## config.mk

```make
export PLATFORM = sky130hd
export DESIGN_NAME = gac_rsp_queue
export DESIGN_NICKNAME = d
export VERILOG_FILES = /design/src/rtl/gac_pkg.sv /design/src/rtl/gac_rsp_queue.sv
export SDC_FILE = /design/constraint.sdc
export NUM_CORES = 1
export LEC_CHECK = 0
export ABC_CLOCK_PERIOD_IN_PS = 2300
export BUFFER_PORTS_ARGS = -buffer_cell sky130_fd_sc_hd__clkbuf_2
export CAP_MARGIN = 10
export CORE_MARGIN = 2
export CORE_UTILIZATION = 55
export DETAILED_ROUTE_END_ITERATION = 12
export GPL_ROUTABILITY_DRIVEN = 0
export PLACE_DENSITY = 0.8
export RECOVER_POWER = 50
export SYNTH_ARGS = -nofsm -noshare
export SYNTH_HDL_FRONTEND = slang
export SYNTH_SLANG_ARGS = --single-unit
```

## constraint.sdc

```tcl
create_clock -name clock -period 2.3 [get_ports clock]
set_input_delay 0.23 -clock clock [delete_from_list [all_inputs] [get_ports clock]]
set_output_delay 0.23 -clock clock [all_outputs]
set_load 0.03 [all_outputs]
```

## src/rtl/gac_pkg.sv

```systemverilog
// ----------------------------------------------------------------------------
// gac_pkg: shared types and constants of the Gronsfeld cipher core
// Field widths, function, status and register codes, and the result type.
// ----------------------------------------------------------------------------
package gac_pkg;

   // Parameter defaults
   localparam int ALPHABET_MAX_DEF = 256;
   localparam int KEY_MAX_DEF      = 64;

   // Field widths
   localparam int FUNC_W      = 3;
   localparam int SLOT_W      = 8;
   localparam int CHAR_W      = 8;
   localparam int STATUS_W    = 2;
   localparam int SIZE_W      = 9;
   localparam int KEYLEN_W    = 7;
   localparam int CSR_INDEX_W = 1;
   localparam int CSR_DATA_W  = 9;
   localparam int DIGIT_W     = 4;
   localparam int BYTE_VALUES = 256;
   // Wide enough for any count up to 256
   localparam int COUNT_W     = 9;

   // Function codes
   localparam logic [FUNC_W-1:0] FUNC_LOAD_ALPHA = 3'd0;
   localparam logic [FUNC_W-1:0] FUNC_LOAD_KEY   = 3'd1;
   localparam logic [FUNC_W-1:0] FUNC_ENCRYPT    = 3'd2;
   localparam logic [FUNC_W-1:0] FUNC_DECRYPT    = 3'd3;
   localparam logic [FUNC_W-1:0] FUNC_RESTART    = 3'd4;

   // Status codes
   localparam logic [STATUS_W-1:0] STATUS_OK        = 2'd0;
   localparam logic [STATUS_W-1:0] STATUS_NOT_FOUND = 2'd1;
   localparam logic [STATUS_W-1:0] STATUS_BAD_KEY   = 2'd2;

   // Register indexes
   localparam logic [CSR_INDEX_W-1:0] CSR_ALPHABET_SIZE = 1'd0;
   localparam logic [CSR_INDEX_W-1:0] CSR_KEY_LENGTH    = 1'd1;

   // Register reset values
   localparam logic [SIZE_W-1:0]   SIZE_RESET   = 9'd256;
   localparam logic [KEYLEN_W-1:0] KEYLEN_RESET = 7'd1;

   // Key digit characters
   localparam logic [CHAR_W-1:0]  DIGIT_ZERO = 8'd48;
   localparam logic [CHAR_W-1:0]  DIGIT_NINE = DIGIT_ZERO + 8'd9;
   localparam logic [DIGIT_W-1:0] BAD_DIGIT  = 4'd15;

   // Result queue
   localparam int RSP_DEPTH = 4;
   localparam int RSP_PTR_W = 2;
   localparam int RSP_CNT_W = 3;

   typedef struct packed {
      logic [CHAR_W-1:0]   out_char;
      logic [STATUS_W-1:0] status;
   } rsp_type;

endpackage

```

## src/rtl/gac_rsp_queue.sv

```systemverilog
// ----------------------------------------------------------------------------
// gac_rsp_queue: result queue of the Gronsfeld cipher core
// Small FIFO of finished results; the core never pushes into a full queue.
// ----------------------------------------------------------------------------
module gac_rsp_queue (
   input  logic                           clock,
   input  logic                           reset,
   input  logic                           push_valid,
   input  gac_pkg::rsp_type               push_data,
   input  logic                           pop_ready,
   output logic                           pop_valid,
   output gac_pkg::rsp_type               pop_data,
   output logic [gac_pkg::RSP_CNT_W-1:0]  count
);
   import gac_pkg::*;

   rsp_type                entry_ff [RSP_DEPTH];
   logic [RSP_PTR_W-1:0]   wr_ptr_ff, wr_ptr_in;
   logic [RSP_PTR_W-1:0]   rd_ptr_ff, rd_ptr_in;
   logic [RSP_CNT_W-1:0]   count_ff, count_in;
   logic                   pop;

   assign pop_valid = (count_ff != '0);
   assign pop_data  = entry_ff[rd_ptr_ff];
   assign count     = count_ff;
   assign pop       = pop_valid && pop_ready;

   always_comb begin
      wr_ptr_in = push_valid ? wr_ptr_ff + 1'b1 : wr_ptr_ff;
      rd_ptr_in = pop ? rd_ptr_ff + 1'b1 : rd_ptr_ff;
      count_in  = count_ff;
      if (push_valid && !pop) begin
         count_in = count_ff + 1'b1;
      end else if (!push_valid && pop) begin
         count_in = count_ff - 1'b1;
      end
   end

   always_ff @(posedge clock) begin
      if (reset) begin
         wr_ptr_ff <= '0;
         rd_ptr_ff <= '0;
         count_ff  <= '0;
      end else begin
         wr_ptr_ff <= wr_ptr_in;
         rd_ptr_ff <= rd_ptr_in;
         count_ff  <= count_in;
      end
   end

   always_ff @(posedge clock) begin
      if (push_valid) begin
         entry_ff[wr_ptr_ff] <= push_data;
      end
   end

endmodule

```

# Word level (Yosys, flattened, before mapping)
# Memory sizes are Yosys's and may differ from the RTL's. A register that Yosys moved wholly into a read port is not among the register bits.
# Index checks and enable logic that the tools add are counted.
# totals
reg_bits	7
memories	1
ramBits	40
# classes
n_mux	6
n_addsub	4
n_reduce_logical	7
# mem_list
name	depth	width	rd	rd_ports_with_merged_regs	wr	line	text
entry_ff	4	10	1	1	1	gac_rsp_queue.sv:17	rsp_type entry_ff [RSP_DEPTH];
# ops
op	count
3-bit 2-to-1 mux	2
2-bit by 1-bit adder with 2-bit output (second input constant)	2
2-bit 2-to-1 mux	2
3-bit by 1-bit adder with 3-bit output (second input constant)	1
1-bit logical AND	3
3-bit nonzero test	1
3-bit by 1-bit subtractor with 3-bit output (second input constant)	1
1-bit zero test	2
1-bit 2-to-1 mux	2
2-bit nonzero test	1

# Depth between registers and ports, before layout
# depth
word_depth	5
ltp_mapped	7

# Worst setup path before layout
# Ideal clock, no wire load.
# synth_timing
path_kind	register to register
startpoint	reg count_ff[1], in the netlist count[1]
endpoint	reg count_ff[2], in the netlist count[2]
arrival_ns	1.980
n_path_buf	0
required_time_ns	2.230
stages_incl_launch_ff	8
slack_ns	0.249
path_cell_list	dfxtp_1 > o31ai_4 > ha_1 > inv_1 > fa_1 > xor2_1 > or3_1 > a21oi_1
# synth_via
elab_chain_cells	5
# synth_lines
item	line	text
from (decl)	gac_rsp_queue.sv:20	logic [RSP_CNT_W-1:0] count_ff, count_in;
from (signal assigned)	gac_rsp_queue.sv:47	count_ff <= count_in;
parallel branches: the longest is 5 deep, another holds 3-bit by 1-bit subtractor with 3-bit output	--	
# Parallel ways; which one is timed is not known. The select of a mux whose other input is x is not followed.
# A chain may end at the register's enable or synchronous reset.

# Worst setup path in the final report
# Ends and elaborated chain as after synthesis.

==> impl_results.md <==
- Largest net degree at the start of global routing: 16
- Area after DPL: around 2100 µm²
- Seq/Total Area, Yosys: 72.9%
- Crit path capture type: register
- Layout filler cell count: ~260
- Post-Syn Area: 1900 µm²
- Port bufs: 27
- Top_reg_cell synth: edfxtp_1
- Clock Path Buffers: 2
- Vias in the first global route: 971
- Crit path launch: count[1]
- Max Cap Viol: 0
- Unrepaired setup endpoints after global routing: false
- Initial core utilization: 57.3%
- Synth Area in Compound Gates: around 2.5%
- Yosys reg bits: 49
- Die area: 3930 µm²
- Post-synthesis xor/xnor area fraction: 2.31%
- Crit path max-delay cell type: dfxtp_1
- Adder-cell area share of the yosys netlist: 4.36%
- Drt first pass iters: 4
- Pwr Density: roughly 1100 nW/µm²
- Final Cycle Share: 92.5%
- Worst Path Class, Setup: reg2reg
- Post-synth EDFFs: 40
- Mapped Nets: 115
- Synth cell count leaders: 40 x edfxtp_1, 10 x mux4_2, 9 x dfxtp_1
- GRT Overall Usage: 16.1%
- I/O Pins: 28
- Final Hold Vio Count: 0
- Rows: 21
- Mean Syn Cell Area: 20.0 µm²
- Min Tclk post-route: 2.13 ns
- CTS Buf Count: 5
- WL final: roughly 2800 µm
- Per-cell routed wire length: 16.2 µm
- Crit path largest cell delay: 0.41 ns
- Startpoint Class: register
- ANT nets after route: 0
- TritonCTS clock tree: yes
- Yosys warning total: 0
- Worst-margin pin slew: around 0.72 ns
- Largest family of logic cells by synthesized area: multiplexers
- Share of the synthesized area in the top cell type: 63.4%
- CP cell instances: o31ai_4 -> ha_1 -> inv_1 -> fa_1 -> xor2_1 -> or3_1 -> a21oi_1
- Design Area, Final: 2140 µm²
- Post-CTS Setup Bufs: 0
- H-tree Lvls: 2
- Post-Synth Simple-Gate Area: 3.37%
- Fraction of layout cells with a size suffix above 1: between 20% and 30%
- HPWL Detailed: between 1500 and 2000 µm
- Hold-fix buffers, CTS: 0
- Synth cell types: 19
- Drt drc: 0
- FF-to-FF setup slack: 0.17 ns
- N_diodes: 0
- Max rail drop VDD: around 0.5 mV
- Maximum fanout along the worst path: 6
- Via/cell ratio: ~5.3
- DRT iter0 DRCs: 35
- Skew-Pair Late Insertion Delay: 0.36 ns
- Die H: 62.7 µm
- Status: finished, final reports clean
- Hold_sp: push_data[5]
- Post-CTS sizing: 0
- CORE AREA: 3310 µm²
- Dominant cell type by area after synthesis: edfxtp_1
- Max Fclk: 470 MHz
- Synth top area cells: edfxtp_1 63%, mux4_2 12%, dfxtp_1 9.5%, ha_1 3.3%, xor2_1 1.8%
- Fin Clk Skew: 0.0172 ns
- Area Growth Syn to Fin: 13.0%
- Sink Count: 49
- Initial antenna violation count: 0
- Most frequent cell after synthesis: edfxtp_1
- CP Buf/Inv Count: 1
- CP top delay family: adder cells
- RR Startpoint: count[1]
- Critical Path AT: 2.41 ns
- Grt total ovfl: 0
- Reg clk slew, reported paths: roughly 0.14 ns
- Mux cell area share after synthesis: 12.9%
- First-pass GRT wire length: 4520 µm
- Die width: ~63 µm
- Relative slew slack: 52.0%
- WP data required: 2.59 ns
- Total Neg Setup Slack: 0 ns
- Synth async-reset ratio: 0%
- Leak pwr: 0.744 nW
- Setup-failing EPs final: 0
- Cell count after synthesis: 95
- Hold WC Path Type: in2reg
- Root buffer cell: clkbuf_4
- Vias: 923
- Final #Nets: 147
- Slew Limit Fails: 0
==> sequential cells by signal, indices dropped and copies added, names as in the netlist, named ones only <==
signal     cells
wr_ptr_ff      2
count          3
rd_ptr_ff      2
entry_ff      40
==> per-stage QoR <==
| stage | cells | power [mW] | hold WS (ns) | utilization (%) | setup slack, ns |
|---|---|---|---|---|---|
| floorplan | 95 | 1.67 | 0.329 | - | 0.249 |
| global placement | 166 | 1.81 | 0.443 | 62.7 | 0.357 |
| detailed placement | 166 | 1.84 | 0.453 | 62.7 | 0.223 |
| CTS | 174 | 2.35 | 0.0675 | 65.4 | 0.166 |
| global route | 174 | 2.42 | 0.107 | 64.7 | 0.100 |
| finish | 174 | 2.31 | 0.127 | 64.7 | 0.173 |
==> area by class of cell <==
class                   count  area, µm²  area share [%]
flip-flops and latches     49       1380            64.5
multi-input cells          40        475            22.2
inverters                   3       11.3           0.526
well taps                  46       57.6            2.69
repair buffers             28        128            5.96
clock inverters             2       37.5            1.75
clock buffers               6       51.3            2.39
==> worst reg2reg max path, cell delays in order (launching register included) <==
cell	delay, ns
dfxtp_1	0.41
o31ai_4	0.32
ha_1	0.23
inv_1	0.06
fa_1	0.38
xor2_1	0.18
or3_1	0.31
a21oi_1	0.17
==> metal layers <==
metal / wire [µm] / vias up / GRT usage (%)
li1: - / 431 / -
met1: 1110 / 458 / 18.2
met2: 1530 / 27 / 28.4
met3: 129 / 7 / 4.86
met4: 46 / 0 / 6.94
met5: 0 / - / 0
==> worst paths after layout <==
check,cells after the start,endpoint
worst max-delay path,7,count[2]
worst min-delay path,1,entry_ff[1][5]
worst max register to register,7,count[2]
worst min register to register,2,rd_ptr_ff[0]
==> cell usage in the layout, fill, tap and decap left out, drive strengths merged <==
cell type  count
a21oi          1
nor2           7
dfxtp          9
ha             5
inv            3
mux2i          2
clkbuf        33
bufinv         1
xor2           4
o21ai          1
or3            2
mux4          10
o311ai         1
edfxtp        40
buf            1
fa             1
xnor2          1
clkinvlp       1
o31ai          1
and2           4
==> kinds of logic (layout without fill, tap and decap cells) <==
| group | count (synthesis) | count (layout) |
|---|---|---|
| AO/OA/AOI/OAI | 4 | 4 |
| flip-flops | 49 | 49 |
| adder cells (fa/ha/maj) | 6 | 6 |
| buffers and inverters | 6 | 39 |
| multiplexers | 12 | 12 |
| AND/OR/NAND/NOR | 13 | 13 |
| XOR/XNOR | 5 | 5 |
==> power breakdown <==
group	switching [mW]	total, mW	internal [mW]
Combinational	0.414	0.689	0.275
Clock	0.253	0.511	0.258
Sequential	0.0734	1.11	1.04
Total	0.740	2.31	1.57
No activity file was read; power rests on OpenSTA's default activity.
